===== src/rtl/tmq_pkg.sv =====
// ----------------------------------------------------------------------------
// tmq_pkg
// Shared types and constants for the timed message queue.
// ----------------------------------------------------------------------------
package tmq_pkg;

    localparam int WORD_W      = 32;
    localparam int TAG_PORT_W  = 16;
    localparam int COUNT_OUT_W = 3;
    localparam int CMD_W       = 2;

    localparam int QUEUE_SLOTS_DEFAULT = 4;
    localparam int TAG_BITS_DEFAULT    = 16;

    localparam logic [WORD_W-1:0] DEFAULT_DURATION_RESET = 32'd800;

    // operation codes
    localparam logic [CMD_W-1:0] CMD_POST    = 2'd0;
    localparam logic [CMD_W-1:0] CMD_TICK    = 2'd1;
    localparam logic [CMD_W-1:0] CMD_DISMISS = 2'd2;
    localparam logic [CMD_W-1:0] CMD_NOP     = 2'd3;

    typedef struct packed {
        logic [CMD_W-1:0]      cmd;
        logic [TAG_PORT_W-1:0] msg_tag;
        logic [WORD_W-1:0]     duration;
        logic [WORD_W-1:0]     now;
    } item_t;

    typedef struct packed {
        logic                   post_queued;
        logic                   changed;
        logic                   is_showing;
        logic [TAG_PORT_W-1:0]  shown_tag;
        logic [COUNT_OUT_W-1:0] queued_count;
        logic [COUNT_OUT_W-1:0] waiting_count;
        logic [WORD_W-1:0]      dropped_total;
        logic [WORD_W-1:0]      posted_total;
        logic [WORD_W-1:0]      expiry_tick;
    } result_t;

endpackage


===== src/rtl/tmq_core.sv =====
// ----------------------------------------------------------------------------
// tmq_core
// Queue state, default duration register and the per-command update logic.
// ----------------------------------------------------------------------------
module tmq_core #(
    parameter int QUEUE_SLOTS = tmq_pkg::QUEUE_SLOTS_DEFAULT,
    parameter int TAG_BITS    = tmq_pkg::TAG_BITS_DEFAULT
) (
    input  logic                        clk,
    input  logic                        rst_n,
    input  logic                        cfg_write_en,
    input  logic [tmq_pkg::WORD_W-1:0]  cfg_write_data,
    input  logic                        step,
    input  tmq_pkg::item_t              item,
    output tmq_pkg::result_t            result
);

    localparam int CNT_W      = $clog2(QUEUE_SLOTS + 1);
    localparam int SLOT_TAG_W = (TAG_BITS < tmq_pkg::TAG_PORT_W) ? TAG_BITS
                                                                 : tmq_pkg::TAG_PORT_W;

    logic [tmq_pkg::WORD_W-1:0] default_duration_reg;

    logic [SLOT_TAG_W-1:0]      slot_tag_reg      [QUEUE_SLOTS];
    logic [SLOT_TAG_W-1:0]      slot_tag_next     [QUEUE_SLOTS];
    logic [tmq_pkg::WORD_W-1:0] slot_duration_reg [QUEUE_SLOTS];
    logic [tmq_pkg::WORD_W-1:0] slot_duration_next[QUEUE_SLOTS];
    logic [CNT_W-1:0]           entry_count_reg, entry_count_next;
    logic                       head_visible_reg, head_visible_next;
    logic [tmq_pkg::WORD_W-1:0] retire_tick_reg, retire_tick_next;
    logic [tmq_pkg::WORD_W-1:0] drop_counter_reg, drop_counter_next;
    logic [tmq_pkg::WORD_W-1:0] post_counter_reg, post_counter_next;

    logic [tmq_pkg::WORD_W-1:0] dur_eff;
    logic [SLOT_TAG_W-1:0]      new_tag;
    logic [tmq_pkg::WORD_W-1:0] tick_diff;
    logic                       count_full;
    logic                       queued_ok;
    logic                       changed_flag;
    logic                       do_retire;
    logic [CNT_W-1:0]           waiting;
    logic [CNT_W+2:0]           count_ext;
    logic [CNT_W+2:0]           waiting_ext;

    always_ff @(posedge clk or negedge rst_n)
    begin
        if (!rst_n)
        begin
            default_duration_reg <= tmq_pkg::DEFAULT_DURATION_RESET;
        end
        else if (cfg_write_en)
        begin
            default_duration_reg <= cfg_write_data;
        end
    end

    assign dur_eff    = (item.duration == '0) ? default_duration_reg : item.duration;
    assign new_tag    = item.msg_tag[SLOT_TAG_W-1:0];
    assign count_full = (entry_count_reg == CNT_W'(QUEUE_SLOTS));
    // wrap-safe compare: expired when now - retire_tick is non-negative
    assign tick_diff  = item.now - retire_tick_reg;

    always_comb
    begin
        slot_tag_next      = slot_tag_reg;
        slot_duration_next = slot_duration_reg;
        entry_count_next   = entry_count_reg;
        head_visible_next  = head_visible_reg;
        retire_tick_next   = retire_tick_reg;
        drop_counter_next  = drop_counter_reg;
        post_counter_next  = post_counter_reg;
        queued_ok          = 1'b0;
        changed_flag       = 1'b0;
        do_retire          = 1'b0;

        unique case (item.cmd)
            tmq_pkg::CMD_POST:
            begin
                post_counter_next = post_counter_reg + 32'd1;
                if (!count_full)
                begin
                    for (int i = 0; i < QUEUE_SLOTS; i++)
                    begin
                        if (CNT_W'(i) == entry_count_reg)
                        begin
                            slot_tag_next[i]      = new_tag;
                            slot_duration_next[i] = dur_eff;
                        end
                    end
                    entry_count_next = entry_count_reg + CNT_W'(1);
                    queued_ok        = 1'b1;
                end
                else
                begin
                    // full: drop the oldest waiting entry, the head stays
                    drop_counter_next = drop_counter_reg + 32'd1;
                    for (int i = 1; i < QUEUE_SLOTS - 1; i++)
                    begin
                        slot_tag_next[i]      = slot_tag_reg[i+1];
                        slot_duration_next[i] = slot_duration_reg[i+1];
                    end
                    slot_tag_next[QUEUE_SLOTS-1]      = new_tag;
                    slot_duration_next[QUEUE_SLOTS-1] = dur_eff;
                end
            end
            tmq_pkg::CMD_TICK:
            begin
                if (!head_visible_reg)
                begin
                    if (entry_count_reg != '0)
                    begin
                        head_visible_next = 1'b1;
                        retire_tick_next  = item.now + slot_duration_reg[0];
                        changed_flag      = 1'b1;
                    end
                end
                else if (!tick_diff[tmq_pkg::WORD_W-1])
                begin
                    do_retire    = 1'b1;
                    changed_flag = 1'b1;
                end
            end
            tmq_pkg::CMD_DISMISS:
            begin
                if (head_visible_reg)
                begin
                    do_retire    = 1'b1;
                    changed_flag = 1'b1;
                end
            end
            default:
            begin
            end
        endcase

        if (do_retire)
        begin
            for (int i = 0; i < QUEUE_SLOTS - 1; i++)
            begin
                slot_tag_next[i]      = slot_tag_reg[i+1];
                slot_duration_next[i] = slot_duration_reg[i+1];
            end
            slot_tag_next[QUEUE_SLOTS-1]      = '0;
            slot_duration_next[QUEUE_SLOTS-1] = '0;
            if (entry_count_reg != '0)
            begin
                entry_count_next = entry_count_reg - CNT_W'(1);
            end
            head_visible_next = 1'b0;
        end
    end

    always_ff @(posedge clk or negedge rst_n)
    begin
        if (!rst_n)
        begin
            for (int i = 0; i < QUEUE_SLOTS; i++)
            begin
                slot_tag_reg[i]      <= '0;
                slot_duration_reg[i] <= '0;
            end
            entry_count_reg  <= '0;
            head_visible_reg <= 1'b0;
            retire_tick_reg  <= '0;
            drop_counter_reg <= '0;
            post_counter_reg <= '0;
        end
        else if (step)
        begin
            slot_tag_reg      <= slot_tag_next;
            slot_duration_reg <= slot_duration_next;
            entry_count_reg   <= entry_count_next;
            head_visible_reg  <= head_visible_next;
            retire_tick_reg   <= retire_tick_next;
            drop_counter_reg  <= drop_counter_next;
            post_counter_reg  <= post_counter_next;
        end
    end

    // result reflects the state after this command
    assign waiting     = entry_count_next
                         - ((head_visible_next && entry_count_next != '0) ? CNT_W'(1)
                                                                          : CNT_W'(0));
    assign count_ext   = {3'b000, entry_count_next};
    assign waiting_ext = {3'b000, waiting};

    always_comb
    begin
        result.post_queued   = queued_ok;
        result.changed       = changed_flag;
        result.is_showing    = head_visible_next;
        result.shown_tag     = head_visible_next ? tmq_pkg::TAG_PORT_W'(slot_tag_next[0])
                                                 : '0;
        result.queued_count  = count_ext[tmq_pkg::COUNT_OUT_W-1:0];
        result.waiting_count = waiting_ext[tmq_pkg::COUNT_OUT_W-1:0];
        result.dropped_total = drop_counter_next;
        result.posted_total  = post_counter_next;
        result.expiry_tick   = retire_tick_next;
    end

    a_visible_needs_entry: assert property (
        @(posedge clk) disable iff (!rst_n)
        head_visible_reg |-> entry_count_reg != '0
    ) else $error("head shown with an empty queue");

    a_count_bound: assert property (
        @(posedge clk) disable iff (!rst_n)
        entry_count_reg <= CNT_W'(QUEUE_SLOTS)
    ) else $error("entry count above queue depth");

    a_post_counts: assert property (
        @(posedge clk) disable iff (!rst_n)
        step && item.cmd == tmq_pkg::CMD_POST
            |=> post_counter_reg == $past(post_counter_reg) + 32'd1
    ) else $error("post not counted");

    a_drop_only_full: assert property (
        @(posedge clk) disable iff (!rst_n)
        step && !(item.cmd == tmq_pkg::CMD_POST && count_full)
            |=> drop_counter_reg == $past(drop_counter_reg)
    ) else $error("drop counted without a full-queue post");

endmodule


===== src/rtl/timed_message_queue_top.sv =====
// ----------------------------------------------------------------------------
// timed_message_queue_top
// Timed message queue with input register, single-pass update and result register.
// ----------------------------------------------------------------------------
// an accepted item waits in the input register until the result register is free,
// then passes the update and is captured in the result register
// throughput: one item per cycle unless stalled, limited by the single queue update
// reset: queue empty, nothing shown, counters zero, default duration 800
module timed_message_queue_top #(
    parameter int QUEUE_SLOTS = tmq_pkg::QUEUE_SLOTS_DEFAULT,
    parameter int TAG_BITS    = tmq_pkg::TAG_BITS_DEFAULT
) (
    input  logic                             clk,
    input  logic                             rst_n,

    input  logic                             cfg_write_en,
    input  logic [tmq_pkg::WORD_W-1:0]       cfg_write_data,

    input  logic                             in_valid,
    output logic                             in_stall,
    input  logic [tmq_pkg::CMD_W-1:0]        cmd,
    input  logic [tmq_pkg::TAG_PORT_W-1:0]   msg_tag,
    input  logic [tmq_pkg::WORD_W-1:0]       duration,
    input  logic [tmq_pkg::WORD_W-1:0]       now,

    output logic                             out_valid,
    input  logic                             out_stall,
    output logic                             post_queued,
    output logic                             changed,
    output logic                             is_showing,
    output logic [tmq_pkg::TAG_PORT_W-1:0]   shown_tag,
    output logic [tmq_pkg::COUNT_OUT_W-1:0]  queued_count,
    output logic [tmq_pkg::COUNT_OUT_W-1:0]  waiting_count,
    output logic [tmq_pkg::WORD_W-1:0]       dropped_total,
    output logic [tmq_pkg::WORD_W-1:0]       posted_total,
    output logic [tmq_pkg::WORD_W-1:0]       expiry_tick
);

    tmq_pkg::item_t   item_reg;
    logic             item_valid_reg, item_valid_next;
    tmq_pkg::result_t result_reg;
    tmq_pkg::result_t core_result;
    logic             out_valid_reg, out_valid_next;

    logic out_free;
    logic in_xfer;
    logic advance;

    assign out_free = !out_valid_reg || !out_stall;
    assign advance  = item_valid_reg && out_free;
    assign in_stall = item_valid_reg && !out_free;
    assign in_xfer  = in_valid && !in_stall;

    assign item_valid_next = in_xfer || (item_valid_reg && !advance);
    assign out_valid_next  = advance || (out_valid_reg && out_stall);

    always_ff @(posedge clk or negedge rst_n)
    begin
        if (!rst_n)
        begin
            item_valid_reg <= 1'b0;
            out_valid_reg  <= 1'b0;
        end
        else
        begin
            item_valid_reg <= item_valid_next;
            out_valid_reg  <= out_valid_next;
        end
    end

    always_ff @(posedge clk)
    begin
        if (in_xfer)
        begin
            item_reg.cmd      <= cmd;
            item_reg.msg_tag  <= msg_tag;
            item_reg.duration <= duration;
            item_reg.now      <= now;
        end
        if (advance)
        begin
            result_reg <= core_result;
        end
    end

    tmq_core #(
        .QUEUE_SLOTS (QUEUE_SLOTS),
        .TAG_BITS    (TAG_BITS)
    ) u_core (
        .clk            (clk),
        .rst_n          (rst_n),
        .cfg_write_en   (cfg_write_en),
        .cfg_write_data (cfg_write_data),
        .step           (advance),
        .item           (item_reg),
        .result         (core_result)
    );

    assign out_valid     = out_valid_reg;
    assign post_queued   = result_reg.post_queued;
    assign changed       = result_reg.changed;
    assign is_showing    = result_reg.is_showing;
    assign shown_tag     = result_reg.shown_tag;
    assign queued_count  = result_reg.queued_count;
    assign waiting_count = result_reg.waiting_count;
    assign dropped_total = result_reg.dropped_total;
    assign posted_total  = result_reg.posted_total;
    assign expiry_tick   = result_reg.expiry_tick;

    a_stall_needs_item: assert property (
        @(posedge clk) disable iff (!rst_n)
        in_stall |-> item_valid_reg && out_valid_reg
    ) else $error("input stalled with a free pipeline");

    a_advance_fills_out: assert property (
        @(posedge clk) disable iff (!rst_n)
        advance |=> out_valid_reg
    ) else $error("processed item did not reach the result register");

    a_held_item_waits: assert property (
        @(posedge clk) disable iff (!rst_n)
        item_valid_reg && !advance |=> item_valid_reg && $stable(item_reg)
    ) else $error("held item lost before processing");

endmodule

===== config.mk =====
export PLATFORM = sky130hd
export DESIGN_NAME = timed_message_queue_top
export DESIGN_NICKNAME = d
export VERILOG_FILES = /design/src/rtl/tmq_pkg.sv /design/src/rtl/tmq_core.sv /design/src/rtl/timed_message_queue_top.sv
export SDC_FILE = /design/constraint.sdc
export NUM_CORES = 1
export LEC_CHECK = 0
export ABC_AREA = 1
export BUFFER_PORTS_ARGS = -buffer_cell sky130_fd_sc_hd__buf_2
export CORE_MARGIN = 2
export CORE_UTILIZATION = 35
export DETAILED_ROUTE_END_ITERATION = 10
export SLEW_MARGIN = 20
export SYNTH_ARGS = -nofsm -noshare
export SYNTH_HDL_FRONTEND = slang
export SYNTH_HIERARCHICAL = 1
export SYNTH_SLANG_ARGS = --single-unit

===== constraint.sdc =====
create_clock -name clk -period 8.8 [get_ports clk]
set_input_delay 0.88 -clock clk [delete_from_list [all_inputs] [get_ports clk]]
set_output_delay 0.88 -clock clk [all_outputs]
set_load 0.05 [all_outputs]

==> metrics.yaml, run 1 <==
status: "complete, no violations"
async_flop_share_pct: 61.6
synth-edff-count: 203
ir_worst_vdd_mv: 0.224
fin_nets: 3578
hold_buffers: 0
avgSynthCellArea_um2: 8.46
fin_util_pct: 40.5
setup_viol: 0
post_cts_buffers: 0
yosys.area.top_type_share_pct: 29.8
r2r-end: "u_core/slot_duration_reg[13]"
fin_crit_sh_pct: 51.6
end_kind: "flip-flop"
ff2ff_path_depth: 19
crit_start: "item_reg[6]"
fp-row-count: 102
ys_top_cells_by_area: "dfrtp_1 30%, edfxtp_1 22%, nand2_1 14%, o21ai_0 6.1%, inv_1 5.5%"
top_layer: "met5"
ys_top_cells_by_count: "980 x nand2_1, 401 x inv_1, 330 x o21ai_0"
clock_sinks: 529
port_buffers: 241
slew_viol_final: 0
grt_pass1_vias: 20100
rrSetupSlack_ns: 4.26
wl_per_cell_um: 16.0
max_freq_mhz: 220
gp_congestion: 0.894
die_w_um: 283
synth_cell_types: 52
vias_per_cell: 4.75
wl_met3_um: 3480
cts_buffers: 60
p_leak_nw: 14.8
relSlewSlack_pct: 30.9
yosysMostFrequentCell: "nand2_1"
startpoint_type: "flip-flop"
dp_cells: 4362
powerDensity_mw_per_mm2: 311
largest_reg_flops: 128
wl_met2_um: 32200
grt_pass1_wl_um: 113000
antenna_cells: 0
tightest_slew_ns: 1.04
path_clk_slew_ns: 0.06
area_growth_pct: 14.9
ys_seq_area_share_pct: 52.5
finalCriticalPeriod_ns: 4.54
hp-class: "in -> async"
antenna_found_initial: 2
layout-drive-gt1-share_pct: 12.3
synth_nets: 3405
fin_cells: 4475
yosysWarnings: 6
hold_viol: 0
netlist_area_mm2: 0.0272
ys.flop_type: "dfrtp_1"
clock_path_buffers: 3
die_h_um: 283
cts_tree: "yes"
arrival_ns: 5.06
critPathKind: "reg -> reg"
first_pass_iters: 5
cp_max_fo: 106
grt_max_degree: 190
num_vias: 21300
core-area_mm2: 0.0771
grt_overflow: 0
max_cap_viol_count: 0
synth_seq_cells: 529
syn_inst: 3211
met1_length_um: 34300
io_pins: 242
clk_latency_ns: 0.64
r2r-start: "item_reg[6]"
die_area_mm2: 0.0798
drt_iter0_drc: 1455
rsz0062_at_grt: "no"
place_hpwl_um: 49100
h-tree-depth: 2
fin_ws_ns: 4.26
detail-route-antenna-nets: 0
totalWireLength_um: 71400
skew_ns: 0.0329
setup_tns_ns: 0
synth_top_area_cell: "dfrtp_1"
worstPathRequired_ns: 9.32
whs_ns: 0.247
place_ws_ns: 4.21
drcViolationCount: 0
clock-root-buffer: "clkbuf_16"
start_util_pct: 35.2
gr-usage-all-layers_pct: 17.8
cts_resized: 0
==> critical path, stage by stage (launching register included) <==
cell and delay [ns]:
edfxtp_1 0.41, ha_1 0.32, nand2_1 0.09, inv_1 0.04, a21oi_1 0.14, nand2_1 0.08
nand2_1 0.05, nand2_1 0.10, nand2_1 0.10, nand2_1 0.05, nand2_1 0.05, nand3_1 0.10
nand2_2 0.15, nand2_8 0.34, a21oi_4 0.23, buf_4 0.73, nand2_1 0.70, buf_4 0.48
nand2_1 0.11, nand2_1 0.05
==> cell usage in the layout, fill, tap and decap left out, types with 23 or more instances in the layout <==
cell and n:
nand2_1 980, inv_1 400, o21ai_0 330, dfrtp_1 323, buf_2 240, nand3_1 205, edfxtp_1 203, nor2_1 132
o21ai_1 85, ha_1 73, a21oi_1 62, clkbuf_16 60, xor2_1 59, nand3b_1 26, nand4_1 23
==> how the worst max path moves through the flow <==
stage | end | slack [ns] | depth (start not counted)
finish | u_core/slot_duration_reg[13] | 4.26 | 19
detailed placement | u_core/slot_duration_reg[18] | 4.21 | 18
global placement | u_core/slot_duration_reg[13] | 4.29 | 17
global route | u_core/slot_duration_reg[30] | 3.77 | 18
CTS | u_core/slot_duration_reg[2] | 4.16 | 18
floorplan | u_core/slot_duration_reg[66] | 0.78 | 10
==> metrics by stage <==
step	power (mW)	instance area [um2]
after floorplan	6.18	27200
after global placement	7.08	29100
after detailed placement	7.12	29100
final	9.70	31200
after global routing	10.4	31200
after CTS	9.80	31200
==> cell type report <==
type / instances / area (um2)
clock buffers: 72 / 1590
clock inverters: 41 / 488
fillers: 7840 / 45900
inverters: 406 / 1530
multi-input cells: 2123 / 10600
flip-flops and latches: 529 / 14300
well taps: 1040 / 1300
repair buffers: 264 / 1420
==> metal layers <==
metal  global-route usage, %  vias to the layer above
li1                        -                    10800
met2                    28.2                      493
met3                    2.54                       82
met1                    25.8                     9932
met5                       0                        -
met4                    4.31                        2
==> where the power goes <==
part | internal, mW | switching (mW) | leakage (nW)
Clock | 1.55 | 1.06 | 1.03
Combinational | 0.996 | 2.37 | 7.58
Sequential | 3.31 | 0.416 | 6.21
==> logic make-up after synthesis <==
| kind of cell | Yosys count | share of synthesized area (%) |
|---|---|---|
| buf+inv | 559 | 8.53 |
| xor+xnor | 71 | 2.29 |
| fa+ha+maj | 75 | 3.48 |
| flops | 529 | 52.5 |
| compound gates | 513 | 9.86 |
| mux | 36 | 1.42 |
| simple gates | 1428 | 21.9 |
(Power assumes the default switching activity.)
==> run 2, diff against run 1 <==
==> constraint.sdc (replaced) <==
create_clock -name clk -period 4.67 [get_ports clk]
set_input_delay 0.467 -clock clk [delete_from_list [all_inputs] [get_ports clk]]
set_output_delay 0.467 -clock clk [all_outputs]
set_load 0.05 [all_outputs]
==> metrics.yaml, run 2 (synthesized netlist as in run 1, its figures left out) <==
start_util_pct: 35.2  # unchanged
end_kind: "flip-flop"
min_from: "msg_tag[9]"
r2r-end: "u_core/slot_duration_reg[120]"
whs_path_depth: 1
antenna_found_initial: 4  # +2
fp-row-count: 102  # unchanged
first_pass_iters: 5  # unchanged
clock_path_buffers: 3  # unchanged
place_ws_ns: 1.04  # -3.17 ns
crit_chain: "inv_1 -> ha_1 -> nand2_1 -> nor2_1 -> nand4_1 -> and2b_1 -> nand2_1 -> nand2_1 -> nand2_1 -> nand3_1 -> nand2_2 -> nand2_8 -> buf_4 -> nand2_1 -> nand2_1 -> nand2_1 -> o21ai_0"
drcViolationCount: 0  # unchanged
arrival_ns: 4.19  # -0.87 ns
final_common_cell: "nand2_1"
die_w_um: 283  # unchanged
fin_ws_ns: 1.03  # -3.23 ns
crit_path_frequent_cell: "nand2_1"
ff2ff_path_depth: 17  # -2
fin_cells: 4533  # +1.3%
rrSetupSlack_ns: 1.03  # -3.23 ns
grt_max_degree: 138  # -27%
use_met1_pct: 26.0  # +0.24 points
port_buffers: 241  # unchanged
tightest_slew_ns: 1.00  # -0.0313 ns
grt_overflow: 0  # unchanged
status: "complete, no violations"
cp_max_fo: 106  # unchanged
cts_buffers: 59  # -1.7%
largest_reg_flops: 128  # unchanged
worstPathRequired_ns: 5.21  # -4.11 ns
fin_area_mm2: 0.0318  # +2.1%
fin_crit_sh_pct: 78.0  # +26 points
r2r-start: "u_core/retire_tick_reg[22]"
place_hpwl_um: 49100  # about the same
relSlewSlack_pct: 33.0  # +2.1 points
path_clk_slew_ns: 0.07  # about the same
clock_sinks: 529  # unchanged
grt.busiest_layer: "met2"
cts_resized: 0  # unchanged
setup_tns_ns: 0  # unchanged
clock-root-buffer: "clkbuf_16"
place_area_mm2: 0.0292  # +0.34%
vias_per_cell: 4.77  # +0.38%
ir_worst_vdd_mv: 0.403  # +80%
whs_ns: 0.0312  # -0.215 ns
power_mw: 18.4  # +90%
crit_start: "u_core/retire_tick_reg[22]"
hold_viol: 0  # unchanged
totalWireLength_um: 72400  # +1.4%
crit_family: "simple AND/OR/NAND/NOR gates"
fin_nets: 3635  # +1.6%
grt_pass1_wl_um: 115000  # +1.6%
critPathKind: "reg -> reg"
clk_latency_ns: 0.63  # about the same
slew_viol_final: 0  # unchanged
path_depth: 17  # -2
slowest_delay_ns: 0.80  # +0.07 ns
p_leak_nw: 15.1  # +1.8%
core-area_mm2: 0.0771  # unchanged
gr-usage-all-layers_pct: 18.1  # +0.25 points
grtUsageMet2_pct: 29.0  # +0.79 points
cts_tree: "yes"
slowest_stage: "buf_4"
die_h_um: 283  # unchanged
startpoint_type: "flip-flop"
drt_iter0_drc: 1532  # +5.3%
dp_cells: 4366  # +0.092%
setup_viol: 0  # unchanged
powerDensity_mw_per_mm2: 577  # +86%
max_freq_mhz: 274  # +25%
layout-drive-gt1-share_pct: 12.2  # -0.11 points
finalCriticalPeriod_ns: 3.64  # -0.896 ns
final_cell_mix: "980 x nand2_1, 400 x inv_1, 330 x o21ai_0"
io_pins: 242  # unchanged
rsz0062_at_grt: "no"
fin_util_pct: 41.3  # +0.84 points
grt_pass1_vias: 20500  # +1.9%
skew_ns: 0.0194  # -0.0135 ns
num_vias: 21600  # +1.7%
h-tree-depth: 2  # unchanged
detail-route-antenna-nets: 0  # unchanged
wl_per_cell_um: 16.0  # +0.14%
critical_path_buf_inv_count: 2  # -1
setup.worst_path.end: "u_core/slot_duration_reg[120]"
max_cap_viol_count: 0  # unchanged
die_area_mm2: 0.0798  # unchanged
area_growth_pct: 17.3
hp-class: "in -> reg"
gr-usage-met3_pct: 2.63  # +0.099 points
gp_congestion: 0.926  # +3.6%
==> run 2: layout make-up <==
cell class	count	area (um2)
flip-flops and latches	529	14300
inverters	406	1530
repair buffers	322	2060
well taps	1040	1300
diodes	1	2.50
fillers	7788	45200
clock buffers	69	1560
clock inverters	43	520
multi-input cells	2123	10600
==> run 2: how the worst min path moves through the flow <==
stage | to | slack, ns
after floorplan | item_valid_reg | 0.17
after global placement | u_core/default_duration_reg[11] | 0.44
after detailed placement | u_core/default_duration_reg[11] | 0.44
after CTS | item_reg[73] | 0.00007
after global routing | item_reg[5] | 0.001
final | item_reg[73] | 0.03
==> run 2: timing repair <==
item | CTS | global route
setup buffers | 0 | 0
hold buffers | 54 | 0
hold endpoints to repair | 101 | 0
==> run 2: metal layers <==
layer  part of all wire [%]  vias up
met5                  0.033        -
met4                    1.8        4
met3                    4.9       93
met2                     46      497
met1                     48    10100
li1                       -    10900
==> run 2: report_power, final <==
group	leakage, nW	switching, mW	total, mW	internal, mW
logic	7.85	4.48	6.40	1.92
clock network	1.02	2.04	4.99	2.95
registers	6.21	0.768	7.00	6.23
==> run 3, diff against run 2 <==
--- a/config.mk
+++ b/config.mk
@@ -5,7 +5,7 @@
 export SDC_FILE = /design/constraint.sdc
 export NUM_CORES = 1
 export LEC_CHECK = 0
-export ABC_AREA = 1
+export ABC_AREA = 0
 export BUFFER_PORTS_ARGS = -buffer_cell sky130_fd_sc_hd__buf_2
 export CORE_MARGIN = 2
 export CORE_UTILIZATION = 35
==> constraint.sdc (replaced) <==
create_clock -name clk -period 3.2 [get_ports clk]
set_input_delay 0.32 -clock clk [delete_from_list [all_inputs] [get_ports clk]]
set_output_delay 0.32 -clock clk [all_outputs]
set_load 0.05 [all_outputs]
==> metrics.yaml, run 3 <==
n_fill_cell: 5782  # -26%
hold_viol: 0  # unchanged
max_cap_viol_count: 0  # unchanged
grt_overflow: 0  # unchanged
h-tree-depth: 2  # unchanged
skew_ns: 0.0440  # +0.0246 ns
tightest_slew_ns: 0.861  # -0.144 ns
num_vias: 19000  # -12%
violations: "setup timing"
hp-class: "in -> async"
fin_ws_ns: -0.289  # -1.32 ns
share_seq_of_total_power_pct: 36.4  # -1.7 points
synth_xor_area_share_pct: 5.54  # +3.3 points
synth_simple_gate_area_share_pct: 12.5  # -9.4 points
layout-drive-gt1-share_pct: 38.3  # +26 points
ys_top_cells_by_area: "dfrtp_1 33%, edfxtp_1 25%, nand2_1 5.8%, ha_1 3.8%, xnor2_1 3.6%"
io_pins: 242  # unchanged
grt_pass1_wl_um: 110000  # -3.7%
core-area_mm2: 0.0685  # -11%
muxShareOfSynthArea_pct: 3.50  # +2.1 points
combPwrFrac_pct: 40.1  # +5.3 points
cts_buffers: 59  # unchanged
first_pass_iters: 5  # unchanged
finalCriticalPeriod_ns: 3.49  # -0.154 ns
final_cell_mix: "322 x dfrtp_1, 240 x buf_2, 203 x edfxtp_1"
ys_seq_area_share_pct: 59.0  # +6.5 points
relSlewSlack_pct: 42.6  # +9.6 points
power_mw: 29.3  # +59%
yosysWarnings: 6  # unchanged
ir_worst_vdd_mv: 0.425  # +5.5%
rsz0062_at_grt: "yes"
fp-row-count: 96  # -5.9%
port_buffers: 241  # unchanged
gr-usage-all-layers_pct: 19.8  # +1.7 points
fin_area_mm2: 0.0348  # +9.2%
ys.flop_type: "dfrtp_1"
setup.worst_path.end: "u_core/slot_duration_reg[35]"
critPathKind: "reg -> reg"
r2r-start: "item_reg[30]"
synthAdderAreaFrac_pct: 3.91  # +0.43 points
path_clk_slew_ns: 0.06  # about the same
clock_path_buffers: 3  # unchanged
startpoint_type: "flip-flop"
clock-root-buffer: "clkbuf_16"
status: "finished, violations left"
yosysMostFrequentCell: "nand2_1"
r2r-end: "u_core/slot_duration_reg[35]"
antenna_found_initial: 3  # -1
detail-route-antenna-nets: 0  # unchanged
avgSynthCellArea_um2: 11.1  # +31%
rrSetupSlack_ns: -0.29  # -1.32 ns
place_hpwl_um: 43200  # -12%
drt_iter0_drc: 1282  # -16%
async_flop_share_pct: 61.6  # unchanged
fin_util_pct: 50.8  # +9.5 points
area_growth_pct: 43.9
seqCellArea_mm2: 0.0143  # about the same
synth_seq_cells: 529  # unchanged
crit_start: "item_reg[30]"
synth_nets: 2375  # -30%
netlist_area_mm2: 0.0242  # -11%
totalWireLength_um: 74300  # +2.6%
drcViolationCount: 0  # unchanged
start_util_pct: 35.3  # +0.077 points
grt_max_degree: 96  # -30%
multi_input_area_mm2: 0.0118  # +11%
die_h_um: 267  # -5.6%
yosys.area.top_type_share_pct: 33.4  # +3.7 points
fin_nets: 2894  # -20%
syn_inst: 2181  # -32%
setup_viol: 176  # +176
cp_max_fo: 8  # -92%
cts_tree: "yes"
synth_top_area_cell: "dfrtp_1"
p_leak_nw: 15.2  # +0.88%
p_int_mw: 18.2  # +64%
grt_pass1_vias: 19600  # -4.5%
ff2ff_path_depth: 16  # -1
die_area_mm2: 0.0712  # -11%
slew_viol_final: 0  # unchanged
swShare_pct: 37.8  # -1.8 points
ys_top_cells_by_count: "374 x nand2_1, 323 x dfrtp_1, 203 x edfxtp_1"
place_area_mm2: 0.0275  # -6.0%
gp_congestion: 0.854  # -7.7%
vias_per_cell: 5.24  # +9.9%
synth_top_family_by_area: "compound AO/OA/AOI/OAI gates"
synth-edff-count: 203  # unchanged
die_w_um: 267  # -5.6%
power.net_switching_mw: 11.1  # +52%
fin_crit_sh_pct: 109  # +31 points
synth_compound_gate_area_share_pct: 12.6  # +2.7 points
worstPathRequired_ns: 3.68  # -1.53 ns
p_clk_share_pct: 23.5  # -3.6 points
clk_latency_ns: 0.63  # about the same
arrival_ns: 3.97  # -0.22 ns
synth_cell_types: 71  # +37%
end_kind: "flip-flop"
clock_sinks: 529  # unchanged
powerDensity_mw_per_mm2: 843  # +46%
largest_reg_flops: 128  # unchanged
wl_per_cell_um: 20.5  # +28%
final_common_cell: "dfrtp_1"
max_freq_mhz: 287  # +4.4%
## run 3: cell count changes in the layout (fill, tap and decap cells not counted), moves of 46 or more
cell           previous run  this run
buf_4                    19       111
nand2_1                 980       194
xnor2_1                  12        96
a21o_1                    6        52
o31ai_4                   0        56
nand3_1                 205        36
o21ai_2                   1        72
inv_1                   400        51
o21ai_0                 330        35
nand2_2                   5        61
nand2_4                   1       119
dlygate4sd3_1            54       117
## run 3: cell families after synthesis
logic type	after synthesis
AO/OA/AOI/OAI	481
XOR/XNOR	153
adder cells (fa/ha/maj)	75
buffers and inverters	172
flip-flops	529
multiplexers	76
AND/OR/NAND/NOR	695
## run 3: final cells by class
cell class | instances | area share (%)
diodes | 1 | 0.00719
clock buffers | 85 | 4.93
clock inverters | 25 | 0.752
inverters | 56 | 0.604
multi-input cells | 1480 | 33.9
flip-flops and latches | 529 | 41.0
well taps | 882 | 3.17
repair buffers | 574 | 15.6
## run 3: worst max-delay path, stage by stage, from the launching register on
cell and delay (ns):
edfxtp_1 0.42, ha_1 0.33, nand4_1 0.20, buf_4 0.20
o2bb2ai_1 0.40, nor4_4 0.10, a211oi_4 0.31, buf_4 0.17
a21oi_4 0.06, buf_6 0.13, buf_12 0.12, a21oi_4 0.13
buf_12 0.15, buf_12 0.12, buf_16 0.14, nor2_4 0.04
o31ai_2 0.34
## run 3: power groups by stage
stage                     Sequential [mW]  Combinational (mW)  Clock [mW]
after global routing                 10.8                12.6        7.30
after detailed placement             10.2                8.12           0
after global placement               10.1                7.88           0
after CTS                            10.3                10.3        7.00
final                                10.7                11.8        6.88
after floorplan                      10.9                4.71           0
## run 3: worst min-delay path by stage
stage                from                            to  slack (ns)  cells after the start
global route        rst_n  u_core/slot_duration_reg[39]        0.36                      2
floorplan           rst_n                item_valid_reg        0.02                      0
detailed placement  rst_n  u_core/slot_duration_reg[71]        0.41                      1
finish              rst_n  u_core/slot_duration_reg[72]        0.28                      2
CTS                 rst_n  u_core/slot_duration_reg[12]        0.35                      2
global placement    rst_n   u_core/slot_duration_reg[7]        0.40                      1
## run 3: what timing repair did
action | CTS | global route
resized for setup | 413 | 381
setup buffers | 47 | 10
pin swaps | 95 | 140
endpoints found under the hold margin | 202 | 0
setup endpoints to repair | 197 | 213
gates cloned | 38 | 7
hold buffers | 117 | 0
## run 3: per-layer routing
layer / global-route usage (%) / share of wire (%)
met1: 25.7 / 42
met4: 7.26 / 4.6
met2: 33.4 / 49
met5: 0 / 0.036
met3: 2.96 / 4.9
## run 3: metrics by stage
step / cells / TNS, ns / hold slack [ns] / setup WS [ns]
after floorplan: 2181 / -167.81 / 0.0244 / -0.664
after global placement: 3319 / -21.78 / 0.399 / -0.286
after detailed placement: 3319 / -22.32 / 0.409 / -0.291
after CTS: 3630 / -16.18 / 0.345 / -0.179
after global routing: 3632 / -47.84 / 0.357 / -0.407
final: 3632 / -27.58 / 0.279 / -0.289
